File: src/design/tals_pkg.sv
`default_nettype none

package tals_pkg;

  // Width of the solve datapath. Every intermediate of the fit stays well
  // inside this signed range for up to 256 points of 16-bit coordinates.
  localparam int unsigned DW = 128;
  // Multiplier digit width and number of digit steps per product.
  localparam int unsigned DIG_W = 8;
  localparam int unsigned MUL_DIGITS = DW / DIG_W;
  // num * 131072 + q, the doubled scale for the rounding half.
  localparam int unsigned FRAC_SH = 17;
  localparam int unsigned CYC_W = $clog2(DW);
  localparam int unsigned PC_W = 6;
  localparam int unsigned NTMP = 8;
  localparam int unsigned TMP_W = $clog2(NTMP);
  localparam int unsigned NCOEF = 6;
  localparam int unsigned CIDX_W = 3;

  typedef enum logic [1:0] {
    STAT_OK       = 2'd0,
    STAT_SINGULAR = 2'd1,
    STAT_OVERFLOW = 2'd2,
    STAT_TOO_MANY = 2'd3
  } fit_status_e;

  typedef enum logic [4:0] {
    OP_SX, OP_SY, OP_SXY, OP_SX2, OP_SY2, OP_S, OP_SM, OP_SN,
    OP_SMX, OP_SMY, OP_SNX, OP_SNY,
    OP_T1, OP_T2, OP_T3, OP_T4, OP_T5, OP_T6, OP_Q, OP_NUM
  } opnd_e;

  typedef enum logic [1:0] {
    K_TERM, K_QCHK, K_DIV, K_END
  } step_kind_e;

  typedef enum logic [1:0] {
    FIN_NONE, FIN_OVER, FIN_SING, FIN_FIT
  } fin_e;

  typedef enum logic [3:0] {
    ST_IDLE, ST_START, ST_DECODE, ST_FETCH, ST_MLOAD, ST_MUL, ST_ACC,
    ST_DIVLD, ST_DIVABS, ST_DIV, ST_DIVWR, ST_OUT
  } state_e;

  typedef struct packed {
    logic [15:0] device_x;
    logic [15:0] device_y;
    logic [15:0] screen_x;
    logic [15:0] screen_y;
    logic        last_point;
  } in_t;

  typedef struct packed {
    logic signed [31:0] coef_a;
    logic signed [31:0] coef_b;
    logic signed [31:0] coef_c;
    logic signed [31:0] coef_d;
    logic signed [31:0] coef_e;
    logic signed [31:0] coef_f;
    logic [1:0]         fit_status;
  } out_t;

  typedef struct packed {
    step_kind_e          kind;
    logic                first;
    logic                last;
    logic                neg;
    opnd_e               a;
    opnd_e               b;
    opnd_e               dst;
    logic [CIDX_W-1:0]   cidx;
  } step_t;

  typedef struct packed {
    logic  sample;
    logic  start_fit;
    logic  fetch;
    logic  mul_load;
    logic  mul_step;
    logic  acc_upd;
    logic  div_load;
    logic  div_abs;
    logic  div_step;
    logic  div_write;
    fin_e  fin;
    step_t step;
  } cmd_t;

  typedef struct packed {
    logic over;
    logic q_zero;
  } sts_t;

  localparam logic [PC_W-1:0] PC_LAST = 6'd40;

  function automatic step_t term(input logic first, input logic last, input logic neg,
                                 input opnd_e a, input opnd_e b, input opnd_e dst);
    step_t s;
    s.kind  = K_TERM;
    s.first = first;
    s.last  = last;
    s.neg   = neg;
    s.a     = a;
    s.b     = b;
    s.dst   = dst;
    s.cidx  = '0;
    return s;
  endfunction

  function automatic step_t special(input step_kind_e kind, input logic [CIDX_W-1:0] cidx);
    step_t s;
    s.kind  = kind;
    s.first = 1'b0;
    s.last  = 1'b0;
    s.neg   = 1'b0;
    s.a     = OP_NUM;
    s.b     = OP_Q;
    s.dst   = OP_NUM;
    s.cidx  = cidx;
    return s;
  endfunction

  // Solve sequence: cofactors, determinant, a zero check on it, then three terms and a
  // division per coefficient.
  function automatic step_t prog_step(input logic [PC_W-1:0] pc);
    step_t s;
    case (pc)
      6'd0:  s = term(1'b1, 1'b0, 1'b0, OP_SXY, OP_SY,  OP_T1);
      6'd1:  s = term(1'b0, 1'b1, 1'b1, OP_SX,  OP_SY2, OP_T1);
      6'd2:  s = term(1'b1, 1'b0, 1'b0, OP_SXY, OP_SX,  OP_T2);
      6'd3:  s = term(1'b0, 1'b1, 1'b1, OP_SX2, OP_SY,  OP_T2);
      6'd4:  s = term(1'b1, 1'b0, 1'b0, OP_SX2, OP_SY2, OP_T3);
      6'd5:  s = term(1'b0, 1'b1, 1'b1, OP_SXY, OP_SXY, OP_T3);
      6'd6:  s = term(1'b1, 1'b0, 1'b0, OP_SY2, OP_S,   OP_T4);
      6'd7:  s = term(1'b0, 1'b1, 1'b1, OP_SY,  OP_SY,  OP_T4);
      6'd8:  s = term(1'b1, 1'b0, 1'b0, OP_SX,  OP_SY,  OP_T5);
      6'd9:  s = term(1'b0, 1'b1, 1'b1, OP_SXY, OP_S,   OP_T5);
      6'd10: s = term(1'b1, 1'b0, 1'b0, OP_SX2, OP_S,   OP_T6);
      6'd11: s = term(1'b0, 1'b1, 1'b1, OP_SX,  OP_SX,  OP_T6);
      6'd12: s = term(1'b1, 1'b0, 1'b0, OP_T1,  OP_SX,  OP_Q);
      6'd13: s = term(1'b0, 1'b0, 1'b0, OP_T2,  OP_SY,  OP_Q);
      6'd14: s = term(1'b0, 1'b1, 1'b0, OP_T3,  OP_S,   OP_Q);
      6'd15: s = special(K_QCHK, 3'd0);
      6'd16: s = term(1'b1, 1'b0, 1'b0, OP_T4,  OP_SMX, OP_NUM);
      6'd17: s = term(1'b0, 1'b0, 1'b0, OP_T5,  OP_SMY, OP_NUM);
      6'd18: s = term(1'b0, 1'b1, 1'b0, OP_T1,  OP_SM,  OP_NUM);
      6'd19: s = special(K_DIV, 3'd0);
      6'd20: s = term(1'b1, 1'b0, 1'b0, OP_T5,  OP_SMX, OP_NUM);
      6'd21: s = term(1'b0, 1'b0, 1'b0, OP_T6,  OP_SMY, OP_NUM);
      6'd22: s = term(1'b0, 1'b1, 1'b0, OP_T2,  OP_SM,  OP_NUM);
      6'd23: s = special(K_DIV, 3'd1);
      6'd24: s = term(1'b1, 1'b0, 1'b0, OP_T1,  OP_SMX, OP_NUM);
      6'd25: s = term(1'b0, 1'b0, 1'b0, OP_T2,  OP_SMY, OP_NUM);
      6'd26: s = term(1'b0, 1'b1, 1'b0, OP_T3,  OP_SM,  OP_NUM);
      6'd27: s = special(K_DIV, 3'd2);
      6'd28: s = term(1'b1, 1'b0, 1'b0, OP_T4,  OP_SNX, OP_NUM);
      6'd29: s = term(1'b0, 1'b0, 1'b0, OP_T5,  OP_SNY, OP_NUM);
      6'd30: s = term(1'b0, 1'b1, 1'b0, OP_T1,  OP_SN,  OP_NUM);
      6'd31: s = special(K_DIV, 3'd3);
      6'd32: s = term(1'b1, 1'b0, 1'b0, OP_T5,  OP_SNX, OP_NUM);
      6'd33: s = term(1'b0, 1'b0, 1'b0, OP_T6,  OP_SNY, OP_NUM);
      6'd34: s = term(1'b0, 1'b1, 1'b0, OP_T2,  OP_SN,  OP_NUM);
      6'd35: s = special(K_DIV, 3'd4);
      6'd36: s = term(1'b1, 1'b0, 1'b0, OP_T1,  OP_SNX, OP_NUM);
      6'd37: s = term(1'b0, 1'b0, 1'b0, OP_T2,  OP_SNY, OP_NUM);
      6'd38: s = term(1'b0, 1'b1, 1'b0, OP_T3,  OP_SN,  OP_NUM);
      6'd39: s = special(K_DIV, 3'd5);
      default: s = special(K_END, 3'd0);
    endcase
    return s;
  endfunction

endpackage

`default_nettype wire

File: src/design/tals_ctrl.sv
`default_nettype none

module tals_ctrl (
  input  wire logic          clk_i,
  input  wire logic          rst_ni,
  input  wire logic          in_valid_i,
  input  wire logic          in_last_i,
  output logic               in_ready_o,
  output logic               out_valid_o,
  input  wire logic          out_ready_i,
  input  wire tals_pkg::sts_t sts_i,
  output tals_pkg::cmd_t     cmd_o
);
  import tals_pkg::*;

  state_e           state_q, state_d;
  logic [PC_W-1:0]  pc_q, pc_d;
  logic [CYC_W-1:0] cnt_q, cnt_d;
  step_t            step;
  logic             in_acc;

  assign step   = prog_step(pc_q);
  assign in_acc = in_valid_i && in_ready_o;

  always_comb begin
    state_d = state_q;
    pc_d    = pc_q;
    cnt_d   = cnt_q;
    case (state_q)
      ST_IDLE: begin
        if (in_acc && in_last_i) state_d = ST_START;
      end
      ST_START: begin
        pc_d    = '0;
        state_d = sts_i.over ? ST_OUT : ST_DECODE;
      end
      ST_DECODE: begin
        case (step.kind)
          K_TERM, K_DIV: state_d = ST_FETCH;
          K_QCHK: begin
            if (sts_i.q_zero) begin
              state_d = ST_OUT;
            end else begin
              pc_d = pc_q + 1'b1;
            end
          end
          default: state_d = ST_OUT;
        endcase
      end
      ST_FETCH: state_d = (step.kind == K_TERM) ? ST_MLOAD : ST_DIVLD;
      ST_MLOAD: begin
        cnt_d   = CYC_W'(MUL_DIGITS - 1);
        state_d = ST_MUL;
      end
      ST_MUL: begin
        if (cnt_q == '0) state_d = ST_ACC;
        else cnt_d = cnt_q - 1'b1;
      end
      ST_ACC: begin
        pc_d    = pc_q + 1'b1;
        state_d = ST_DECODE;
      end
      ST_DIVLD: state_d = ST_DIVABS;
      ST_DIVABS: begin
        cnt_d   = CYC_W'(DW - 1);
        state_d = ST_DIV;
      end
      ST_DIV: begin
        if (cnt_q == '0) state_d = ST_DIVWR;
        else cnt_d = cnt_q - 1'b1;
      end
      ST_DIVWR: begin
        pc_d    = pc_q + 1'b1;
        state_d = ST_DECODE;
      end
      ST_OUT: begin
        if (out_ready_i) state_d = ST_IDLE;
      end
      default: state_d = ST_IDLE;
    endcase
  end

  always_comb begin
    in_ready_o  = (state_q == ST_IDLE) || ((state_q == ST_OUT) && !in_last_i);
    out_valid_o = (state_q == ST_OUT);
    cmd_o           = '0;
    cmd_o.step      = step;
    cmd_o.fin       = FIN_NONE;
    cmd_o.sample    = in_acc;
    cmd_o.start_fit = (state_q == ST_START);
    cmd_o.fetch     = (state_q == ST_FETCH);
    cmd_o.mul_load  = (state_q == ST_MLOAD);
    cmd_o.mul_step  = (state_q == ST_MUL);
    cmd_o.acc_upd   = (state_q == ST_ACC);
    cmd_o.div_load  = (state_q == ST_DIVLD);
    cmd_o.div_abs   = (state_q == ST_DIVABS);
    cmd_o.div_step  = (state_q == ST_DIV);
    cmd_o.div_write = (state_q == ST_DIVWR);
    case (state_q)
      ST_START: begin
        if (sts_i.over) cmd_o.fin = FIN_OVER;
      end
      ST_DECODE: begin
        if ((step.kind == K_QCHK) && sts_i.q_zero) cmd_o.fin = FIN_SING;
        else if (step.kind == K_END) cmd_o.fin = FIN_FIT;
      end
      default: cmd_o.fin = FIN_NONE;
    endcase
  end

  always_ff @(posedge clk_i or negedge rst_ni) begin
    if (!rst_ni) begin
      state_q <= ST_IDLE;
      pc_q    <= '0;
      cnt_q   <= '0;
    end else begin
      state_q <= state_d;
      pc_q    <= pc_d;
      cnt_q   <= cnt_d;
    end
  end

  a_div_ends: assert property (@(posedge clk_i) disable iff (!rst_ni)
    (state_q == ST_DIV) && (cnt_q == '0) |=> (state_q == ST_DIVWR))
    else $error("division did not finish after its last step");

  a_last_starts: assert property (@(posedge clk_i) disable iff (!rst_ni)
    (state_q == ST_IDLE) && in_acc && in_last_i |=> (state_q == ST_START))
    else $error("final pair did not start the solve");

  a_pc_range: assert property (@(posedge clk_i) disable iff (!rst_ni)
    (state_q != ST_IDLE) && (state_q != ST_START) |-> (pc_q <= PC_LAST))
    else $error("sequence counter ran past the end of the solve");

  a_no_sample_busy: assert property (@(posedge clk_i) disable iff (!rst_ni)
    cmd_o.sample |-> ((state_q == ST_IDLE) || (state_q == ST_OUT)))
    else $error("pair taken while the solve is running");

endmodule

`default_nettype wire

File: config.mk
export PLATFORM = sky130hd
export DESIGN_NAME = tals_ctrl
export DESIGN_NICKNAME = d
export VERILOG_FILES = /design/src/design/tals_pkg.sv /design/src/design/tals_ctrl.sv
export SDC_FILE = /design/constraint.sdc
export NUM_CORES = 1
export LEC_CHECK = 0
export ABC_AREA = 1
export BUFFER_PORTS_ARGS = -buffer_cell sky130_fd_sc_hd__buf_4
export CAP_MARGIN = 30
export CORE_UTILIZATION = 30
export CTS_CLUSTER_SIZE = 8
export DETAILED_ROUTE_END_ITERATION = 6
export PLACE_DENSITY = 0.55
export SLEW_MARGIN = 0
export SYNTH_ARGS = -nofsm -noshare
export SYNTH_HDL_FRONTEND = slang
export SYNTH_SLANG_ARGS = --single-unit
File: constraint.sdc
create_clock -name clk_i -period 3.9 [get_ports clk_i]
set_input_delay 0.585 -clock clk_i [delete_from_list [all_inputs] [get_ports clk_i]]
set_output_delay 0.585 -clock clk_i [all_outputs]
set_load 0.01 [all_outputs]
==> flow_summary.json, run 1 <==
{
  "grt_pass1_vias": 2034,
  "synth_nets": 339,
  "drive_gt1_share_pct": 20.33,
  "synthesis.area_mm2": 0.001917,
  "ys.flop_type": "dfrtp_1",
  "final_area_mm2": 0.002326,
  "yosys-top-cells-count": "106 x nand2_1, 35 x inv_1, 32 x nand3_1, 32 x nor2_1, 18 x o21ai_0",
  "setup_viol": 0,
  "crit_required_ns": 3.31,
  "htreeDepth": 1,
  "async_flop_share_pct": 100.0,
  "slew_viol_final": 0,
  "drt_pass1_iterations": 4,
  "cp-startpoint": "pc_q[1]$_DFFE_PN0P_",
  "skew_ns": 0.004883,
  "die_area_mm2": 0.006713,
  "layout.nets": 378,
  "yosysMostFrequentCell": "nand2_1",
  "arrival_ns": 2.07,
  "yosysTopAreaCellShare_pct": 22.19,
  "die_h_um": 81.94,
  "cap_viol_max_count": 0,
  "critPathBufInv": 2,
  "routabilityCongestion": 0.8972,
  "grt_pass1_wl_um": 9232,
  "cts_sinks": 17,
  "irDropWorstVdd_v": 0.0003912,
  "slowest_delay_ns": 0.51,
  "reg2reg_depth": 9,
  "fmax_ghz": 0.3772,
  "cp_num_cells": 8,
  "cts_tree": "done",
  "die_w_um": 81.94,
  "power_per_cell_area_mw_per_mm2": 615.6,
  "grt_util_all_layers_pct": 17.23,
  "antenna_found_initial": 0,
  "synth_seq_cells": 17,
  "crit_fanout": 9,
  "grt_start_max_net_pins": 18,
  "cts_buffers": 3,
  "antenna_cells": 0,
  "remaining_drc_errors": 0,
  "core-area_mm2": 0.006026,
  "holdWs_ns": 0.1876,
  "worst_pin_slew_ns": 0.5628,
  "synth_area_leaders": "dfrtp_1 22%, nand2_1 21%, nand3_1 8.4%, ha_1 7.2%, inv_1 6.9%",
  "grt_setup_unrepaired": "false",
  "postSynthAreaPerCell_um2": 5.971,
  "power.leakage_nw": 1.291,
  "clockBufferDepth": 2,
  "place_inst": 430,
  "synth-edff-count": 0,
  "port_buffers": 43,
  "path_clk_slew_ns": 0.07,
  "fin_crit_ns": 2.651,
  "instances_no_fill": 434,
  "gr-total-overflow": 0,
  "fp-row-count": 28,
  "hold_path_class": "input port to async pin",
  "ant_nets": 0,
  "ys_seq_area_share_pct": 22.19,
  "finalHoldViolCount": 0,
  "wl_per_cell_um": 12.44,
  "finalSetupTns_ns": 0,
  "vias": 2131,
  "post-dp-hpwl_um": 4252,
  "holdBufCountCts": 0,
  "crit_chain": "inv_1, ha_1, nand2_1, nand2_1, o211ai_1, nand3_1, nand2_1, buf_4",
  "routed_wl_um": 5398,
  "syn_inst": 321,
  "yosys.area.top_type": "dfrtp_1",
  "crit_slowest_cell": "dfrtp_1",
  "drtIter0Drc": 161,
  "dpl-instance-area_mm2": 0.002280,
  "cpMostUsedCell": "nand2_1",
  "timing.rr.start": "pc_q[1]$_DFFE_PN0P_",
  "cp-end-kind": "output port",
  "fin_crit_sh_pct": 67.99,
  "synth_cell_types": 32,
  "viasPerCell": 4.910,
  "insertion_delay_ns": 0.25,
  "crit_family": "flip-flops",
  "slew_headroom_pct": 62.48,
  "status": "complete, no violations",
  "critical_path_class": "register to output port",
  "crit_path_start_kind": "register",
  "yosys_warnings": 0,
  "post_cts_buffers": 0,
  "ios": 44,
  "start_util_pct": 31.81,
  "root_buffer": "clkbuf_8",
  "cts_resized": 0,
  "power_mw": 1.432,
  "area_growth_pct": 21.34
}
-- cells by family after synthesis --
group / after synthesis / share of synthesized area, %
flip-flops: 17 / 22.19
AND/OR/NAND/NOR: 193 / 43.60
XOR/XNOR: 4 / 1.828
AO/OA/AOI/OAI: 44 / 13.84
buffers and inverters: 52 / 11.36
adder cells (fa/ha/maj): 11 / 7.180
-- final timing paths --
check	slack [ns]	to
max	1.25	cmd_o[14]
min	0.19	pc_q[0]$_DFFE_PN0P_
max reg2reg	1.96	pc_q[0]$_DFFE_PN0P_
min reg2reg	0.49	cnt_q[0]$_DFFE_PN0P_
max in group asynchronous	3.52	state_q[0]$_DFFE_PN0P_
min in group clk_i	0.49	cnt_q[0]$_DFFE_PN0P_
-- power breakdown --
| part | internal [mW] | switching, mW |
|---|---|---|
| logic | 0.371 | 0.596 |
| clock network | 0.0709 | 0.0605 |
| registers | 0.241 | 0.0926 |
| total | 0.683 | 0.749 |
-- registers in the layout, indices dropped and copies added, names as in the netlist --
| name | count |
|---|---|
| cnt_q | 7 |
| pc_q | 6 |
| state_q | 4 |
-- per-layer routing --
metal | track usage, % | wire length [um]
met1 | 22.32 | 2369
met3 | 2.667 | 362
met4 | 2.456 | 42
met5 | 0 | 0
met2 | 30.41 | 2623
-- layout make-up --
cell class | instances | area [um2]
clock buffers | 3 | 41.29
clock inverters | 1 | 5.005
fillers | 696 | 3700
inverters | 43 | 163.9
multi-input cells | 252 | 1274
flip-flops and latches | 17 | 425.4
well taps | 75 | 93.84
repair buffers | 43 | 322.8
-- worst reg2reg max path, delay by kind of cell (launching register included) --
family / cells / cell delay (ns)
compound gates: 1 / 0.04
fa+ha+maj: 2 / 0.58
flops: 1 / 0.51
simple gates: 6 / 0.70
-- placed cells by master, fill, tap and decap left out, types with 2 or more instances in the layout --
cell type | netlist | routed
nor2_1 | 32 | 32
o21ai_0 | 18 | 18
clkbuf_8 | 0 | 3
nand2_2 | 6 | 6
buf_4 | 4 | 43
inv_2 | 7 | 7
inv_1 | 35 | 35
a31oi_1 | 2 | 2
dfrtp_1 | 17 | 17
nor3_1 | 5 | 5
nor2_2 | 6 | 6
xor2_1 | 3 | 3
o211ai_1 | 4 | 4
nand2_1 | 106 | 106
nand3_1 | 32 | 32
a21oi_1 | 7 | 7
o21ai_1 | 5 | 5
a21boi_0 | 3 | 3
ha_1 | 11 | 11
nand2_4 | 2 | 2
-- stage by stage --
stage,util (%),worst slack (ns)
after CTS,38.60,1.277
final,38.60,1.249
after floorplan,-,1.833
after detailed placement,37.83,1.568
after global routing,38.60,1.091
after global placement,37.83,1.595
Note: power is estimated with default switching activity, not from simulation.
==> run 2, diff against run 1 <==
Settings changed: ABC_AREA 1 to 0.
Clock period 3.9 ns to 2.46 ns, I/O delays scaled along.
==> flow_summary.json, run 2 <==
{
  "synth_area_leaders": "dfrtp_1 22%, nor2_1 7.8%, ha_1 7.2%, a21oi_1 5.5%, o21ai_0 4.2%",
  "cts_tree": "done",
  "cap_viol_max_count": 0,
  "crit_fanout": 8,
  "finalSetupTns_ns": 0,
  "fmax_ghz": 0.4184,
  "power_switching_mw": 1.164,
  "crit_chain": "inv_2, ha_4, nor2_2, o21bai_1, mux4_2, o22a_1, buf_4",
  "antenna_cells": 0,
  "hold_path_class": "input port to async pin",
  "grt_start_max_net_pins": 19,
  "yosysMostFrequentCell": "nor2_1",
  "holdWs_ns": 0.5125,
  "synth_seq_cells": 17,
  "vias": 2067,
  "syn_inst": 259,
  "yosysTopAreaCellShare_pct": 22.15,
  "die_h_um": 82.01,
  "crit_path_start_kind": "register",
  "arrival_ns": 2.02,
  "worst_pin_slew_ns": 0.5554,
  "grt_setup_unrepaired": "false",
  "reg2reg_depth": 7,
  "wl_per_cell_um": 14.73,
  "critical_path_class": "register to output port",
  "slew_headroom_pct": 62.97,
  "setup_viol": 0,
  "cts_buffers": 3,
  "regArea_um2": 429.2,
  "synth_cell_types": 60,
  "largest_register": "cnt_q",
  "die_area_mm2": 0.006726,
  "timing.reg2reg.setup_slack_ns": 0.40,
  "drive_gt1_share_pct": 31.82,
  "grtUsageMet3_pct": 2.778,
  "grt_util_all_layers_pct": 17.69,
  "use_met1_pct": 23.64,
  "pwr-share-clk_pct": 8.7,
  "synth-edff-count": 0,
  "die_w_um": 82.01,
  "pwr-share-seq_pct": 22.7,
  "ys.flop_type": "dfrtp_1",
  "fin_crit_ns": 2.390,
  "ys_seq_area_share_pct": 22.15,
  "fillers": 638,
  "fin_crit_sh_pct": 97.15,
  "postSynthAreaPerCell_um2": 7.415,
  "comb_power_share_pct": 68.5,
  "gr-total-overflow": 0,
  "yosys.area.top_type": "dfrtp_1",
  "slowest_delay_ns": 0.45,
  "port_buffers": 43,
  "path_clk_slew_ns": 0.08,
  "root_buffer": "clkbuf_8",
  "use_met2_pct": 30.00,
  "routed_wl_um": 5640,
  "ios": 44,
  "mostFrequentLayoutCells": "66 x buf_4, 38 x nor2_1, 21 x nand2_1",
  "antenna_found_initial": 0,
  "yosys_warnings": 0,
  "cp-end-kind": "output port",
  "r2r-end": "pc_q[0]$_DFFE_PN0P_",
  "irDropWorstVdd_v": 0.0005279,
  "skew_ns": 0.01018,
  "slew_viol_final": 0,
  "drtIter0Drc": 108,
  "grt_busiest_layer": "met2",
  "async_flop_share_pct": 100.0,
  "drt_pass1_iterations": 4,
  "remaining_drc_errors": 0,
  "area_growth_pct": 30.23,
  "core-area_mm2": 0.006061,
  "grt_pass1_wl_um": 9259,
  "synthesis.area_mm2": 0.001921,
  "start_util_pct": 31.69,
  "clockBufferDepth": 2,
  "crit_required_ns": 2.09,
  "viasPerCell": 5.397,
  "fp-row-count": 28,
  "cts_sinks": 17,
  "layout.nets": 327,
  "ant_nets": 0,
  "largestRegisters": "cnt_q x7, pc_q x6, state_q x4",
  "synth_nets": 277,
  "yosys-top-cells-count": "40 x nor2_1, 21 x a21oi_1, 21 x nand2_1, 17 x dfrtp_1, 16 x o21ai_0",
  "insertion_delay_ns": 0.25,
  "grt_pass1_vias": 1923,
  "largest_reg_flops": 7,
  "multi_input_area_mm2": 0.001370,
  "finalHoldViolCount": 0,
  "routabilityCongestion": 0.8953,
  "power.leakage_nw": 1.108,
  "power_per_cell_area_mw_per_mm2": 971.8,
  "layout_commonest_cell": "buf_4",
  "crit_slowest_cell": "mux4_2",
  "timing.rr.start": "pc_q[0]$_DFFE_PN0P_",
  "p_sw_share_pct": 47.87,
  "htreeDepth": 1,
  "p_int_mw": 1.267,
  "post-dp-hpwl_um": 4234,
  "status": "complete, no violations"
}
-- run 2: cell count changes after synthesis, moves of 6 or more --
cell     delta
nor2_1      +8
inv_1      -22
nand2_1    -85
nor2_2      -6
a21oi_1    +14
nand3_1    -25
-- run 2: cells by family after synthesis --
| group | Yosys count | share of synthesized area [%] |
|---|---|---|
| and+or+nand+nor | 102 | 25.93 |
| buffers and inverters | 37 | 9.186 |
| adders and majority gates | 11 | 7.166 |
| xor gates and xnor gates | 2 | 0.9122 |
| AOI/OAI and AO/OA | 82 | 28.21 |
| muxes | 8 | 6.450 |
| DFF | 17 | 22.15 |
-- run 2: what timing repair did --
| action | CTS | global route |
|---|---|---|
| hold buffers | 1 | 0 |
| buffers inserted | 0 | 2 |
| resized for setup | 7 | 11 |
| endpoints found under the setup margin | 6 | 5 |
| gates cloned | 0 | 0 |
| hold endpoints to repair | 17 | 0 |
| pin swaps | 0 | 2 |
-- run 2: worst max-delay path by stage --
stage,slack [ns],cells after the start,startpoint,endpoint
after floorplan,0.05,8,pc_q[1]$_DFFE_PN0P_,cmd_o[13]
after global placement,0.22,7,pc_q[0]$_DFFE_PN0P_,cmd_o[13]
after detailed placement,0.21,7,pc_q[0]$_DFFE_PN0P_,cmd_o[13]
after CTS,0.001,8,pc_q[0]$_DFFE_PN0P_,cmd_o[15]
after global routing,0.001,7,pc_q[0]$_DFFE_PN0P_,cmd_o[13]
final,0.07,7,pc_q[0]$_DFFE_PN0P_,cmd_o[13]
-- run 2: final cells by class --
class / instances / area share [%]
clock buffers: 3 / 1.651
clock inverters: 1 / 0.2001
inverters: 15 / 2.251
multi-input cells: 205 / 54.78
flip-flops and latches: 17 / 17.16
well taps: 75 / 3.752
repair buffers: 67 / 20.21
-- run 2: per-layer routing --
layer / vias up / share of wire, %
li1: 1027 / -
met3: 4 / 4.0
met2: 57 / 48
met1: 979 / 47
met5: - / 0
met4: 0 / 0.55
-- run 2: power by group through the flow --
stage | Sequential, mW | Combinational [mW] | Clock, mW
6_report | 0.553 | 1.67 | 0.212
3_5_place_dp | 0.551 | 1.58 | 0
4_1_cts | 0.547 | 1.62 | 0.222
5_1_grt | 0.579 | 1.86 | 0.228
3_3_place_gp | 0.548 | 1.58 | 0
2_1_floorplan | 0.465 | 1.13 | 0
-- run 2: through the flow --
| stage | instance area (um2) | power (mW) | setup WS (ns) | utilization (%) | cells |
|---|---|---|---|---|---|
| floorplan | 1922 | 1.595 | 0.04919 | - | 259 |
| global placement | 2375 | 2.128 | 0.2181 | 39.18 | 376 |
| detailed placement | 2375 | 2.133 | 0.2093 | 39.18 | 376 |
| CTS | 2456 | 2.391 | 0.001188 | 40.52 | 381 |
| global route | 2501 | 2.669 | 0.001151 | 41.27 | 383 |
| finish | 2501 | 2.431 | 0.07016 | 41.27 | 383 |
-- run 2: worst max-delay path, delay by kind of cell, from the launching register on --
family          cells  cell delay, ns
compound gates      2            0.33
fa+ha+maj           1            0.31
buf+inv             2            0.21
flops               1            0.42
mux                 1            0.45
simple gates        1            0.05
